`src/hw/rtl/assert_macros.svh`:
```
// Assertion macros for the arpeggiator RTL.
// Depends on nothing; each macro expects signals named clock and reset.
`ifndef ASSERT_MACROS_SVH
`define ASSERT_MACROS_SVH

// Condition implies consequence in the same cycle.
`define ASSERT_SAME(label, cond, cons, msg) \
   label: assert property (@(posedge clock) disable iff (reset) (cond) |-> (cons)) \
      else $error(msg);

// Condition implies consequence in the next cycle.
`define ASSERT_NEXT(label, cond, cons, msg) \
   label: assert property (@(posedge clock) disable iff (reset) (cond) |=> (cons)) \
      else $error(msg);

`endif

```
`src/hw/rtl/na_pkg.sv`:
```
// Types, codes and constants of the note arpeggiator.
// Depends on nothing.
`timescale 1ns / 1ps

package na_pkg;

   localparam int NUM_KEYS = 128;
   localparam int KEY_W    = $clog2(NUM_KEYS);

   localparam logic [2:0] OP_NOTE_ON  = 3'd0;
   localparam logic [2:0] OP_NOTE_OFF = 3'd1;
   localparam logic [2:0] OP_CTRL     = 3'd2;
   localparam logic [2:0] OP_CLOCK    = 3'd3;
   localparam logic [2:0] OP_RESET    = 3'd4;

   localparam logic [2:0] MODE_OFF    = 3'd0;
   localparam logic [2:0] MODE_UP     = 3'd1;
   localparam logic [2:0] MODE_DOWN   = 3'd2;
   localparam logic [2:0] MODE_UPDOWN = 3'd3;
   localparam logic [2:0] MODE_RANDOM = 3'd4;

   localparam logic [1:0] KIND_NOTE_OFF = 2'd0;
   localparam logic [1:0] KIND_NOTE_ON  = 2'd1;
   localparam logic [1:0] KIND_PEDAL    = 2'd2;
   localparam logic [1:0] KIND_THROUGH  = 2'd3;

   localparam logic [6:0] CC_HOLD    = 7'd64;
   localparam logic [6:0] CC_ALL_OFF = 7'd123;
   localparam logic [6:0] VEL_MID    = 7'd64;
   localparam logic [8:0] NOTE_MAX   = 9'd127;
   localparam logic [8:0] OCT_STEP   = 9'd12;

   localparam logic [2:0] REG_MODE = 3'd0;
   localparam logic [2:0] REG_SPAN = 3'd4;

   typedef struct packed {
      logic [2:0] op;
      logic [6:0] note;
      logic [6:0] value;
      logic       level;
      logic [2:0] random_steps;
   } req_type;

   typedef struct packed {
      logic [1:0] kind;
      logic [6:0] out_note;
      logic [6:0] out_value;
      logic [2:0] through_op;
      logic       last;
   } rsp_type;

   typedef struct packed {
      logic [2:0] arp_mode;
      logic [3:0] octave_span;
   } cfg_type;

   typedef enum logic [3:0] {
      ST_IDLE, ST_DISPATCH, ST_PEDAL, ST_OFF, ST_ADV, ST_SCAN, ST_POST,
      ST_RMOD, ST_PLAY, ST_FOLD, ST_THRU, ST_FLUSH
   } state_type;

   function automatic logic [2:0] eff_mode(input logic [2:0] m);
      return (m > MODE_RANDOM) ? MODE_OFF : m;
   endfunction

endpackage

```
`src/hw/rtl/na_ram.sv`:
```
// Generic single-write, single-read RAM with registered read data.
// Depends on nothing.
`timescale 1ns / 1ps

module na_ram #(
   parameter int WIDTH = 8,
   parameter int DEPTH = 16
) (
   input  logic                     clock,
   input  logic                     wr_en,
   input  logic [$clog2(DEPTH)-1:0] wr_addr,
   input  logic [WIDTH-1:0]         wr_data,
   input  logic [$clog2(DEPTH)-1:0] rd_addr,
   output logic [WIDTH-1:0]         rd_data
);

   logic [WIDTH-1:0] mem_ff [DEPTH];
   logic [WIDTH-1:0] rd_data_ff;

   always_ff @(posedge clock) begin
      if (wr_en) begin
         mem_ff[wr_addr] <= wr_data;
      end
      rd_data_ff <= mem_ff[rd_addr];
   end

   assign rd_data = rd_data_ff;

endmodule

```
`src/hw/rtl/na_core.sv`:
```
// Sequencer of the arpeggiator: key maps, a shared one-key-per-cycle scan
// step, octave arithmetic and the result register. Depends on na_pkg, na_ram.
`timescale 1ns / 1ps

module na_core (
   input  logic            clock,
   input  logic            reset,
   input  na_pkg::cfg_type cfg,
   input  logic            req_valid,
   output logic            req_ready,
   input  na_pkg::req_type req_data,
   output logic            rsp_valid,
   input  logic            rsp_ready,
   output na_pkg::rsp_type rsp_data
);
   import na_pkg::*;
   `include "assert_macros.svh"

   state_type state_ff, state_in;
   req_type   item_ff, item_in;
   rsp_type   pend_ff, pend_in, rsp_ff, rsp_in, emit_data;
   logic      pend_valid_ff, pend_valid_in, rsp_valid_ff, rsp_valid_in;
   logic [NUM_KEYS-1:0] sounding_ff, sounding_in, pressed_ff, pressed_in;
   logic [NUM_KEYS-1:0] vel_ok_ff, vel_ok_in;
   logic [KEY_W-1:0] seq_key_ff, seq_key_in, nk_ff, nk_in, k_next;
   logic [3:0] oct_ff, oct_in;
   logic [6:0] active_note_ff, active_note_in;
   logic active_valid_ff, active_valid_in, going_up_ff, going_up_in;
   logic pedal_in_ff, pedal_in_in, pedal_out_ff, pedal_out_in;
   logic clock_high_ff, clock_high_in, dir_ff, dir_in;
   logic [1:0] retry_ff, retry_in;
   logic [2:0] step_ff, step_in;
   logic [4:0] rmod_ff, rmod_in;
   logic [8:0] fold_ff, fold_in;
   logic f_ped_ff, f_ped_in, f_off_ff, f_off_in, f_adv_ff, f_adv_in;
   logic f_thru_ff, f_thru_in;
   logic [2:0] mode;
   logic emit_req, out_free, can_emit, emit_fire, in_range, clean, new_pedal;
   logic ram_we;
   logic [6:0] ram_q, vel;
   state_type after_off, after_adv;

   na_ram #(.WIDTH(7), .DEPTH(NUM_KEYS)) u_vel_ram (
      .clock  (clock),
      .wr_en  (ram_we),
      .wr_addr(item_ff.note[KEY_W-1:0]),
      .wr_data(item_ff.value),
      .rd_addr(nk_ff),
      .rd_data(ram_q)
   );

   always_ff @(posedge clock) begin
      if (reset) begin
         state_ff        <= ST_IDLE;
         pend_valid_ff   <= 1'b0;
         rsp_valid_ff    <= 1'b0;
         sounding_ff     <= '0;
         pressed_ff      <= '0;
         vel_ok_ff       <= '0;
         seq_key_ff      <= '0;
         oct_ff          <= '0;
         active_valid_ff <= 1'b0;
         going_up_ff     <= 1'b1;
         pedal_in_ff     <= 1'b0;
         pedal_out_ff    <= 1'b0;
         clock_high_ff   <= 1'b0;
         f_ped_ff        <= 1'b0;
         f_off_ff        <= 1'b0;
         f_adv_ff        <= 1'b0;
         f_thru_ff       <= 1'b0;
         retry_ff        <= '0;
         step_ff         <= '0;
         dir_ff          <= 1'b0;
      end else begin
         state_ff        <= state_in;
         pend_valid_ff   <= pend_valid_in;
         rsp_valid_ff    <= rsp_valid_in;
         sounding_ff     <= sounding_in;
         pressed_ff      <= pressed_in;
         vel_ok_ff       <= vel_ok_in;
         seq_key_ff      <= seq_key_in;
         oct_ff          <= oct_in;
         active_valid_ff <= active_valid_in;
         going_up_ff     <= going_up_in;
         pedal_in_ff     <= pedal_in_in;
         pedal_out_ff    <= pedal_out_in;
         clock_high_ff   <= clock_high_in;
         f_ped_ff        <= f_ped_in;
         f_off_ff        <= f_off_in;
         f_adv_ff        <= f_adv_in;
         f_thru_ff       <= f_thru_in;
         retry_ff        <= retry_in;
         step_ff         <= step_in;
         dir_ff          <= dir_in;
      end
      item_ff        <= item_in;
      pend_ff        <= pend_in;
      rsp_ff         <= rsp_in;
      nk_ff          <= nk_in;
      active_note_ff <= active_note_in;
      rmod_ff        <= rmod_in;
      fold_ff        <= fold_in;
   end

   always_comb begin
      mode      = eff_mode(cfg.arp_mode);
      out_free  = !rsp_valid_ff || rsp_ready;
      can_emit  = !pend_valid_ff || out_free;
      in_range  = {1'b0, item_ff.note} < 8'(NUM_KEYS);
      clean     = !(|pressed_ff);
      new_pedal = item_ff.value >= VEL_MID;
      vel       = vel_ok_ff[nk_ff] ? ram_q : VEL_MID;
      k_next    = dir_ff ? ((nk_ff == KEY_W'(NUM_KEYS - 1)) ? '0 : nk_ff + 1'b1)
                         : ((nk_ff == '0) ? KEY_W'(NUM_KEYS - 1) : nk_ff - 1'b1);
      after_adv = f_thru_ff ? ST_THRU : ST_FLUSH;
      after_off = f_adv_ff ? ST_ADV : after_adv;

      state_in        = state_ff;
      item_in         = item_ff;
      pend_in         = pend_ff;
      pend_valid_in   = pend_valid_ff;
      rsp_in          = rsp_ff;
      rsp_valid_in    = rsp_ready ? 1'b0 : rsp_valid_ff;
      sounding_in     = sounding_ff;
      pressed_in      = pressed_ff;
      vel_ok_in       = vel_ok_ff;
      seq_key_in      = seq_key_ff;
      nk_in           = nk_ff;
      oct_in          = oct_ff;
      active_note_in  = active_note_ff;
      active_valid_in = active_valid_ff;
      going_up_in     = going_up_ff;
      pedal_in_in     = pedal_in_ff;
      pedal_out_in    = pedal_out_ff;
      clock_high_in   = clock_high_ff;
      dir_in          = dir_ff;
      retry_in        = retry_ff;
      step_in         = step_ff;
      rmod_in         = rmod_ff;
      fold_in         = fold_ff;
      f_ped_in        = f_ped_ff;
      f_off_in        = f_off_ff;
      f_adv_in        = f_adv_ff;
      f_thru_in       = f_thru_ff;
      ram_we          = 1'b0;
      req_ready       = 1'b0;
      emit_req        = 1'b0;
      emit_data       = '0;

      case (state_ff)
         ST_IDLE: begin
            req_ready = 1'b1;
            if (req_valid) begin
               item_in  = req_data;
               state_in = ST_DISPATCH;
            end
         end
         ST_DISPATCH: begin
            f_ped_in  = 1'b0;
            f_off_in  = 1'b0;
            f_adv_in  = 1'b0;
            f_thru_in = 1'b0;
            case (item_ff.op)
               OP_NOTE_ON: begin
                  if (clean) begin
                     seq_key_in = (mode == MODE_DOWN) ? KEY_W'(NUM_KEYS - 1) : '0;
                     oct_in     = (mode == MODE_DOWN) ? cfg.octave_span : '0;
                     if (pedal_in_ff) begin
                        sounding_in = '0;
                        pressed_in  = '0;
                     end
                  end
                  if (in_range) begin
                     sounding_in[item_ff.note[KEY_W-1:0]] = 1'b1;
                     pressed_in[item_ff.note[KEY_W-1:0]]  = 1'b1;
                     vel_ok_in[item_ff.note[KEY_W-1:0]]   = 1'b1;
                     ram_we = 1'b1;
                  end
                  f_off_in  = clean && clock_high_ff;
                  f_adv_in  = clean && clock_high_ff;
                  f_thru_in = (mode == MODE_OFF);
               end
               OP_NOTE_OFF: begin
                  if (in_range) begin
                     if (!pedal_in_ff || mode == MODE_OFF) begin
                        sounding_in[item_ff.note[KEY_W-1:0]] = 1'b0;
                     end
                     pressed_in[item_ff.note[KEY_W-1:0]] = 1'b0;
                  end
                  f_thru_in = (mode == MODE_OFF);
               end
               OP_CTRL: begin
                  f_thru_in = 1'b1;
                  if (item_ff.note == CC_ALL_OFF) begin
                     f_off_in    = 1'b1;
                     sounding_in = '0;
                     pressed_in  = '0;
                  end
                  if (item_ff.note == CC_HOLD) begin
                     f_thru_in   = (mode == MODE_OFF);
                     pedal_in_in = new_pedal;
                     if (mode == MODE_OFF) begin
                        if (new_pedal != pedal_out_ff) begin
                           pedal_out_in = new_pedal;
                           f_ped_in     = 1'b1;
                        end
                     end else if (pedal_in_ff && !new_pedal) begin
                        f_off_in    = 1'b1;
                        sounding_in = sounding_ff & pressed_ff;
                     end
                  end
               end
               OP_CLOCK: begin
                  clock_high_in = item_ff.level;
                  f_adv_in      = (mode != MODE_OFF);
               end
               OP_RESET: begin
                  seq_key_in = (mode == MODE_DOWN) ? KEY_W'(NUM_KEYS - 1) : '0;
                  oct_in     = (mode == MODE_DOWN) ? cfg.octave_span : '0;
                  f_off_in   = clock_high_ff;
                  f_adv_in   = clock_high_ff;
               end
               default: begin
                  f_thru_in = 1'b1;
               end
            endcase
            state_in = ST_PEDAL;
         end
         ST_PEDAL: begin
            if (f_ped_ff) begin
               emit_req  = 1'b1;
               emit_data = '{KIND_PEDAL, CC_HOLD, {6'd0, pedal_out_ff}, 3'd0, 1'b0};
               if (can_emit) begin
                  state_in = ST_OFF;
               end
            end else begin
               state_in = ST_OFF;
            end
         end
         ST_OFF: begin
            if (f_off_ff && active_valid_ff) begin
               emit_req  = 1'b1;
               emit_data = '{KIND_NOTE_OFF, active_note_ff, VEL_MID, 3'd0, 1'b0};
               if (can_emit) begin
                  active_valid_in = 1'b0;
                  state_in        = after_off;
               end
            end else begin
               state_in = after_off;
            end
         end
         ST_ADV: begin
            if (!clock_high_ff) begin
               if (active_valid_ff) begin
                  emit_req  = 1'b1;
                  emit_data = '{KIND_NOTE_OFF, active_note_ff, VEL_MID, 3'd0, 1'b0};
                  if (can_emit) begin
                     active_valid_in = 1'b0;
                     state_in        = after_adv;
                  end
               end else begin
                  state_in = after_adv;
               end
            end else begin
               nk_in    = seq_key_ff;
               retry_in = 2'd2;
               step_in  = item_ff.random_steps;
               case (mode)
                  MODE_UP: begin
                     dir_in   = 1'b1;
                     state_in = ST_SCAN;
                  end
                  MODE_DOWN, MODE_RANDOM: begin
                     dir_in   = 1'b0;
                     state_in = ST_SCAN;
                  end
                  MODE_UPDOWN: begin
                     dir_in   = going_up_ff;
                     state_in = ST_SCAN;
                  end
                  default: begin
                     state_in = ST_PLAY;
                  end
               endcase
            end
         end
         ST_SCAN: begin
            nk_in = k_next;
            if (sounding_ff[k_next] || k_next == seq_key_ff) begin
               state_in = ST_POST;
            end
         end
         ST_POST: begin
            state_in = ST_PLAY;
            case (mode)
               MODE_UP: begin
                  if (nk_ff <= seq_key_ff) begin
                     oct_in = (oct_ff >= cfg.octave_span) ? 4'd0 : oct_ff + 4'd1;
                  end
               end
               MODE_DOWN: begin
                  if (nk_ff >= seq_key_ff) begin
                     oct_in = (oct_ff == 4'd0) ? cfg.octave_span : oct_ff - 4'd1;
                  end
               end
               MODE_UPDOWN: begin
                  if (going_up_ff) begin
                     if (nk_ff <= seq_key_ff) begin
                        if (oct_ff >= cfg.octave_span) begin
                           nk_in       = seq_key_ff;
                           going_up_in = 1'b0;
                           dir_in      = 1'b0;
                           retry_in    = retry_ff - 2'd1;
                           if (retry_ff != 2'd1) begin
                              state_in = ST_SCAN;
                           end
                        end else begin
                           oct_in = oct_ff + 4'd1;
                        end
                     end
                  end else begin
                     if (nk_ff >= seq_key_ff) begin
                        if (oct_ff == 4'd0) begin
                           nk_in       = seq_key_ff;
                           going_up_in = 1'b1;
                           dir_in      = 1'b1;
                           retry_in    = retry_ff - 2'd1;
                           if (retry_ff != 2'd1) begin
                              state_in = ST_SCAN;
                           end
                        end else begin
                           oct_in = oct_ff - 4'd1;
                        end
                     end
                  end
               end
               MODE_RANDOM: begin
                  seq_key_in = nk_ff;
                  if (step_ff == 3'd0) begin
                     rmod_in  = {1'b0, oct_ff} + {2'b0, item_ff.random_steps} + 5'd1;
                     state_in = ST_RMOD;
                  end else begin
                     step_in  = step_ff - 3'd1;
                     state_in = ST_SCAN;
                  end
               end
               default: begin
               end
            endcase
         end
         ST_RMOD: begin
            if (rmod_ff >= {1'b0, cfg.octave_span} + 5'd1) begin
               rmod_in = rmod_ff - ({1'b0, cfg.octave_span} + 5'd1);
            end else begin
               oct_in   = rmod_ff[3:0];
               state_in = ST_PLAY;
            end
         end
         ST_PLAY: begin
            if (sounding_ff[nk_ff]) begin
               seq_key_in = nk_ff;
               fold_in    = 9'(nk_ff) + 9'(oct_ff) * OCT_STEP;
               state_in   = ST_FOLD;
            end else begin
               seq_key_in = (mode == MODE_DOWN) ? KEY_W'(NUM_KEYS - 1) : '0;
               oct_in     = (mode == MODE_DOWN) ? cfg.octave_span : '0;
               state_in   = after_adv;
            end
         end
         ST_FOLD: begin
            if (fold_ff > NOTE_MAX) begin
               fold_in = fold_ff - OCT_STEP;
            end else begin
               emit_req  = 1'b1;
               emit_data = '{KIND_NOTE_ON, fold_ff[6:0], vel, 3'd0, 1'b0};
               if (can_emit) begin
                  active_note_in  = fold_ff[6:0];
                  active_valid_in = 1'b1;
                  state_in        = after_adv;
               end
            end
         end
         ST_THRU: begin
            emit_req  = 1'b1;
            emit_data = '{KIND_THROUGH, item_ff.note, item_ff.value, item_ff.op, 1'b0};
            if (can_emit) begin
               state_in = ST_FLUSH;
            end
         end
         ST_FLUSH: begin
            if (!pend_valid_ff) begin
               state_in = ST_IDLE;
            end else if (out_free) begin
               rsp_in        = pend_ff;
               rsp_in.last   = 1'b1;
               rsp_valid_in  = 1'b1;
               pend_valid_in = 1'b0;
               state_in      = ST_IDLE;
            end
         end
         default: begin
            state_in = ST_IDLE;
         end
      endcase

      emit_fire = emit_req && can_emit;
      if (emit_fire) begin
         if (pend_valid_ff) begin
            rsp_in       = pend_ff;
            rsp_in.last  = 1'b0;
            rsp_valid_in = 1'b1;
         end
         pend_in       = emit_data;
         pend_valid_in = 1'b1;
      end
   end

   assign rsp_valid = rsp_valid_ff;
   assign rsp_data  = rsp_ff;

   `ASSERT_SAME(a_idle_no_pending, state_ff == ST_IDLE, !pend_valid_ff, "pending item in idle")
   `ASSERT_NEXT(a_accept_dispatch, req_valid && req_ready, state_ff == ST_DISPATCH,
                "accepted item not dispatched")
   `ASSERT_NEXT(a_flush_done, state_ff == ST_FLUSH && out_free, state_ff == ST_IDLE,
                "flush did not complete")

endmodule

```
`src/hw/rtl/note_arpeggiator.sv`:
```
// Top level of the note arpeggiator: configuration registers and the core.
// Depends on na_pkg, na_core.
//
//   channel   direction  handshake            payload
//   req       in         req_valid/req_ready  req_data (req_type)
//   rsp       out        rsp_valid/rsp_ready  rsp_data (rsp_type)
//   csr       in         psel/penable/pready  paddr, pwdata, prdata
//
// An item visits keys one per cycle in the shared scan step, up to NUM_KEYS
// keys per scan, and random mode runs up to eight scans per item.
// Reset is synchronous and clears all key maps at once; no clearing pass.
// A stalled result holds the sequencer only when a further result is ready.
`timescale 1ns / 1ps

module note_arpeggiator (
   input  logic            clock,
   input  logic            reset,
   input  logic            req_valid,
   output logic            req_ready,
   input  na_pkg::req_type req_data,
   output logic            rsp_valid,
   input  logic            rsp_ready,
   output na_pkg::rsp_type rsp_data,
   input  logic            psel,
   input  logic            penable,
   input  logic            pwrite,
   input  logic [2:0]      paddr,
   input  logic [31:0]     pwdata,
   output logic [31:0]     prdata,
   output logic            pready
);
   import na_pkg::*;

   cfg_type cfg_ff, cfg_in;

   always_ff @(posedge clock) begin
      if (reset) begin
         cfg_ff <= '0;
      end else begin
         cfg_ff <= cfg_in;
      end
   end

   always_comb begin
      cfg_in = cfg_ff;
      if (psel && penable && pwrite) begin
         case (paddr)
            REG_MODE: cfg_in.arp_mode    = pwdata[2:0];
            REG_SPAN: cfg_in.octave_span = pwdata[3:0];
            default: begin
            end
         endcase
      end
      case (paddr)
         REG_MODE: prdata = {29'd0, cfg_ff.arp_mode};
         REG_SPAN: prdata = {28'd0, cfg_ff.octave_span};
         default:  prdata = '0;
      endcase
   end

   assign pready = 1'b1;

   na_core u_core (
      .clock    (clock),
      .reset    (reset),
      .cfg      (cfg_ff),
      .req_valid(req_valid),
      .req_ready(req_ready),
      .req_data (req_data),
      .rsp_valid(rsp_valid),
      .rsp_ready(rsp_ready),
      .rsp_data (rsp_data)
   );

endmodule
```
`config.mk`:
```
export PLATFORM = sky130hd
export DESIGN_NAME = note_arpeggiator
export DESIGN_NICKNAME = d
export VERILOG_FILES = /design/src/hw/rtl/na_pkg.sv /design/src/hw/rtl/na_ram.sv /design/src/hw/rtl/na_core.sv /design/src/hw/rtl/note_arpeggiator.sv
export VERILOG_INCLUDE_DIRS = /design/src /design/src/hw/rtl
export SDC_FILE = /design/constraint.sdc
export NUM_CORES = 2
export LEC_CHECK = 0
export BUFFER_PORTS_ARGS = -buffer_cell sky130_fd_sc_hd__buf_4
export CORE_UTILIZATION = 40
export DETAILED_ROUTE_END_ITERATION = 10
export HOLD_SLACK_MARGIN = 0.02
export PLACE_DENSITY = 0.58
export SLEW_MARGIN = 20
export SYNTH_ARGS = -nofsm -noshare
export SYNTH_HDL_FRONTEND = slang
export SYNTH_SLANG_ARGS = --single-unit
```
`constraint.sdc`:
```
create_clock -name clock -period 7.35 [get_ports clock]
set_input_delay 1.1025 -clock clock [delete_from_list [all_inputs] [get_ports clock]]
set_output_delay 1.1025 -clock clock [all_outputs]
set_load 0.02 [all_outputs]
```
Yosys cells after proc, flatten, opt, wreduce, memory -nomap -nowiden
Memory sizes are Yosys's and may differ from the RTL's. A register that Yosys moved wholly into a read port is not among the register bits.
Index checks and enable logic that the tools add are counted.
Word-level totals
  flip-flop bits (word level): 511
  RAM bits: 896
  bits of input ports: 63
  output and inout bits: 55
  logic and storage cells: 367
  memories kept: 1
Memories
  u_core.u_vel_ram.mem_ff: words 128, bits a word 7, rd ports 1, clocked after Yosys merged registers in 1, write ports 1, line na_ram.sv:17  | logic [WIDTH-1:0] mem_ff [DEPTH];
Cells by class
  add/sub/neg operators: 12
  $mul: 1
  order comparisons: 11
  equality and inequality tests: 63
  muxes and demuxes: 172
  bitwise gates (word level): 8
  reductions and logical operators: 59
Operators by type and width (count)
  $mux W128: 14
  $pmux W128 S3: 2
  $and A128 B128 Y128: 3
  $or A128 B128 Y128: 3
  $mux W4: 36
  $mux W20: 7
  $not A128 Y128: 1
  $reduce_or A128 Y1: 1
  $mux W7: 15
  $pmux W20 S5: 1
  $mux W1: 53
  $pmux W4 S12: 1
  $pmux W7 S3: 2
  $mux W18: 2
  $ne A2 B1 Y1 const B: 14
  $lt A7 B8 Y1 const B: 3
  $pmux W4 S2: 3
  $bmux W1 S7: 3
  $eq A7 B7 Y1 const B: 3
  $ne A3 B3 Y1 const B: 7
  $mux W19: 1
  $mux W9: 2
  $pmux W9 S2: 1
  $eq A4 B3 Y1 const B: 4
  69 further kinds: 144

Logic depth before layout (Yosys ltp)
  depth in word-level cells: 8
  gate-level depth with buffers: 20
  gate-level depth less buffers: 12

Modules after synthesis
Synthesis repeated with hierarchy kept, for this count alone.
Unflattened totals
  cells, all modules: 4399
  area, all modules: 61103.6 um^2
By module, submodules not included
  na_ram: times used 1, cells each 1452, area each 34813.4 um^2, sequential area each 27045.9 um^2
  na_core: times used 1, cells each 2877, area each 25675.9 um^2, sequential area each 10970.5 um^2
  note_arpeggiator: times used 1, cells each 70, area each 614.3 um^2, sequential area each 140.1 um^2

Worst setup path before layout
Ideal clock, no wire load.
  path type: register to register
  start: reg u_core.nk_ff[0]
  end: reg u_core.state_ff[3]
  setup time: 0.123 ns
  arrival time: 4.834 ns
  path slack: 2.393 ns
  cell stages (with the launch flop): 20
  clock period less this slack: 4.957 ns
  path through: edfxtp_1 -> buf_2 -> buf_4 -> buf_4 -> buf_2 -> buf_4 -> buf_2 -> buf_2 -> inv_1 -> ha_1 -> clkbuf_1 -> xnor2_1 -> clkbuf_1 -> nand2_1 -> a211oi_1 -> o311ai_0 -> o2111ai_1 -> o41ai_2 -> o31ai_1 -> mux2_1
On the way
  longest elaborated chain between the ends: 8
RTL lines
  start: declaration: line na_core.sv:25  | logic [KEY_W-1:0] seq_key_ff, seq_key_in, nk_ff, nk_in, k_next;
  start signal: assignment: line na_core.sv:99  | nk_ff <= nk_in;
  $sub A7 B1 Y7, or another cell as far along: line na_core.sv:114  | : ((nk_ff == '0) ? KEY_W'(NUM_KEYS - 1) : nk_ff - 1'b1);
  $mux W7 (on tied branches): line na_core.sv:114, na_core.sv:113
  $mux W7: line na_core.sv:113  | k_next = dir_ff ? ((nk_ff == KEY_W'(NUM_KEYS - 1)) ? '0 : nk_ff + 1'b1)
  $bmux W1 S7: line na_core.sv:289  | if (sounding_ff[k_next] || k_next == seq_key_ff) begin
  $mux W1 (not written as such): line na_core.sv:289
  $logic_or A1 B1 Y1: line na_core.sv:289
  $ne A2 B1 Y1 (no source line)
  $reduce_and A8 Y1 (no source line)
  end signal: assignment: line na_core.sv:75  | state_ff <= state_in;
  end: declaration: line na_core.sv:19  | state_type state_ff, state_in;
Several ways; a longest one is shown, not always the timed one. The select of a mux whose other input is x is not followed.
A chain may end at the register's enable or synchronous reset.

Worst setup path in the final report
  start: reg u_core.state_ff[3]
  end: mem u_core.u_vel_ram.mem_ff[86][0], enable pin
On the way
  longest elaborated chain between the ends: 4
RTL lines
  $eq A4 B1 Y1: line na_core.sv:150  | case (state_ff)
  $mux W1: line na_core.sv:150
  $mux W1: line na_ram.sv:21  | if (wr_en) begin
  $mux W1 (not written as such): line na_ram.sv:22  | mem_ff[wr_addr] <= wr_data;
  end: declaration: line na_ram.sv:17
Every way passes these cells.

==> results.md <==
- Outcome: finished, final reports clean
- Area Growth Syn to Fin: 12.1%
- Post-synthesis cell type count: 80
- First-pass DRT Iterations: 6
- CP bufs+invs: 2
- Hold_buf cts: 0
- Via count: 39,226
- Gr ovfl total: 0
- Family with the most delay on the worst path: simple AND/OR/NAND/NOR gates
- Max Slew Vio Count: 0
- Wire per inst: 26.2 um
- Slew Limit Headroom: 18.5%
- H-tree depth: 4
- DR iter-0 viols: 5,126
- Initial Utilization: 40.4%
- FP Rows: 142
- TNS Setup: 0 ns
- Slowest stage delay, CP: 1.20 ns
- Maxcap violations: 0
- Place WS: 2.39 ns
- Post-cts repair resize count: 0
- Clock-pin slew on the worst setup and hold paths: 0.06 ns
- Post-synth ARST share: 0%
- # port buffers: 60
- Post-layout util: 45.3%
- Period minus WS final: 5.24 ns
- WS Path Type: reg2reg
- Final Non-Filler Cells: 6,637
- Cell Chain, Critical Path: nand2b_1 > nor3_1 > nand3_2 > nor2_1 > buf_4 > nand2_1 > inv_1
- Inserted Clock Buffers: 152
- Final worst slack: 2.11 ns
- Post-DP HPWL: 108 mm
- Ys Warns: 0
- Period utilisation layout: 71.3%
- Seq/Total Area, Yosys: 62.8%
- Initial antenna violation count: 3
- GRT Util Overall: 22.5%
- Ports: 118
- PwrDens: 271 mW/mm^2
- Layout cells sized above 1: 17.3%
- WP data required: 7.76 ns
- Cells after Synth: 4,497
- GPL Wtd Cong: 0.954
- Vias/cell: 5.91
- F_max: 0.191 GHz
- Core box area: 0.150 mm^2
- Cells after DPL: 6,350
- Clock Tree Buf Depth: 3
- Post-synth EDFFs: 984
- CTS Root Buffer Type: clkbuf_16
- Critical path's slowest cell: nor2_1
- Clock skew: 0.0394 ns
- Crit. End Element: register
- Pleak: 23.5 nW
- Global-route wire length before repair: 254 mm
- Nets: 4,598
- CTS tree: done
- Die height: 392 um
- CTS sink count: 1,414
- WL final: 174 mm
- Setup repair bufs after CTS: 0
- ANT nets after route: 0
- Worst skew pair latency: 0.81 ns
- DIE AREA: 0.153 mm^2
- Area of the mapped netlist: 0.0607 mm^2
- Top_reg_cell synth: edfxtp_1
- CP startpoint kind: register
- Number of global-route vias before repair: 37,494
- Arrival @ worst endpoint: 5.65 ns
- VDD IR max: 204 uV
- Unrepaired setup endpoints after global routing: no
- Worst Hold Class: reg2reg
- Hold Violations, Final: 0
- Residual DRC: 0
- Die X: 392 um
- CP Max Fanout: 31
- Mapped Avg Cell Area: 13.5 um^2
- #FFs+latches synth: 1,414
- Worst Tran Pin Value: 1.22 ns
- # setup viols final: 0
- Largest net degree at the start of global routing: 135
[kinds of logic (layout without fill, tap and decap cells)]
kind of cell	after synthesis	after routing	synth area share [%]
DFF	1414	1414	62.8
muxes	422	422	14.6
AOI/OAI and AO/OA	985	985	9.83
other	2	30	0.0124
and+or+nand+nor	1132	1132	7.99
buffers and inverters	457	553	3.19
adders and majority gates	45	45	0.976
xor gates and xnor gates	40	40	0.577
[cells in the mapped netlist, drive strengths merged, types with 11 or more instances]
cell type / number / share of area (%)
nor2: 633 / 3.9
edfxtp: 984 / 49
buf: 108 / 1.0
a222oi: 11 / 0.18
nand2b: 22 / 0.23
nand4: 21 / 0.22
inv: 122 / 0.75
and2: 31 / 0.32
mux2: 12 / 0.22
a211oi: 28 / 0.35
a21o: 83 / 1.0
mux4: 370 / 14
nand3: 30 / 0.25
and3: 12 / 0.12
xor2: 13 / 0.19
dfxtp: 430 / 14
nand2: 250 / 1.5
nor2b: 15 / 0.15
nor4: 42 / 0.43
ha: 41 / 0.84
clkbuf: 225 / 1.4
a31oi: 15 / 0.15
nor3: 41 / 0.35
mux2i: 40 / 0.66
a221oi: 20 / 0.31
xnor2: 27 / 0.39
a21oi: 437 / 3.6
o21ai: 241 / 2.0
a22o: 13 / 0.19
a221o: 65 / 1.1
[worst paths after layout]
path | start | slack (ns) | to | cells after the start
hold / removal | u_core.vel_ok_ff[126] | 0.46 | u_core.vel_ok_ff[126] | 2
setup reg to reg | u_core.state_ff[3] | 2.11 | u_core.u_vel_ram.mem_ff[86][0] | 7
hold reg to reg | u_core.vel_ok_ff[126] | 0.46 | u_core.vel_ok_ff[126] | 2
setup / recovery | u_core.state_ff[3] | 2.11 | u_core.u_vel_ram.mem_ff[86][0] | 7
[cell type report]
cell class	count	area, um^2
Fill cell	13516	82200
Sequential cell	1414	38200
Multi-Input combinational cell	2653	20900
Clock buffer	208	4110
Tap cell	2016	2520
Timing Repair Buffer	145	1200
Clock inverter	76	790
Inverter	124	465
Antenna cell	1	2.50
[report_power, final]
| group | switching [W] | internal (W) | leakage [nW] | total [W] |
|---|---|---|---|---|
| clock | 0.00327 | 0.00425 | 2.38 | 0.00753 |
| combinational | 0.00142 | 0.000521 | 8.88 | 0.00194 |
| sequential | 0.000122 | 0.00887 | 12.3 | 0.00899 |
[layer usage]
| metal | vias up | track usage (%) | share of wire, % |
|---|---|---|---|
| met3 | 345 | 4.50 | 8.3 |
| li1 | 17043 | - | - |
| met2 | 1813 | 34.0 | 45 |
| met4 | 0 | 8.91 | 3.9 |
| met1 | 20025 | 31.9 | 42 |
| met5 | - | 0 | 0 |
[tightest hold or removal path: stages (launching register included)]
cell     delay (ns)
dfxtp_1        0.32
nor2_1         0.04
nor2_1         0.07
[registers in the layout, summed over array words and instances, names as in the netlist, 2 cells and up, named ones only]
name	count
u_core.active_note_ff	7
u_core.sounding_ff	128
u_core.vel_ok_ff	128
u_core.pressed_ff	128
u_core.nk_ff	7
u_core.pend_ff	19
u_core.fold_ff	9
u_core.step_ff	3
u_core.rmod_ff	5
u_core.u_vel_ram.mem_ff	896
u_core.retry_ff	2
u_core.u_vel_ram.rd_data	7
u_core.oct_ff	4
cfg_ff	7
u_core.item_ff	21
u_core.state_ff	4
u_core.seq_key_ff	7
[layout by cell type (no fill, tap or decap), drive strengths merged, types with 11 or more instances in the layout]
cell type,n
ha,41
a31oi,15
nor3,41
and2,31
clkbuf,208
nand4,21
clkinv,56
buf,145
a21o,83
o21ai,241
a22o,13
nor4,42
nor2b,15
and3,12
mux4,370
a211oi,28
nand2b,22
mux2,12
conb,29
nand2,250
xnor2,27
inv,132
nor2,633
mux2i,40
nand3,30
a221o,65
a21oi,437
edfxtp,984
a222oi,11
a221oi,20
dfxtp,430
xor2,13
[per-stage QoR]
stage	hold WS (ns)	cell area [um^2]	power [W]
floorplan	0.435	60800	0.0103
finish	0.462	68100	0.0185
CTS	0.430	68100	0.0186
global route	0.447	68100	0.0190
global placement	0.444	63200	0.0110
detailed placement	0.454	63200	0.0111
Note: power is estimated with default switching activity, not from simulation.
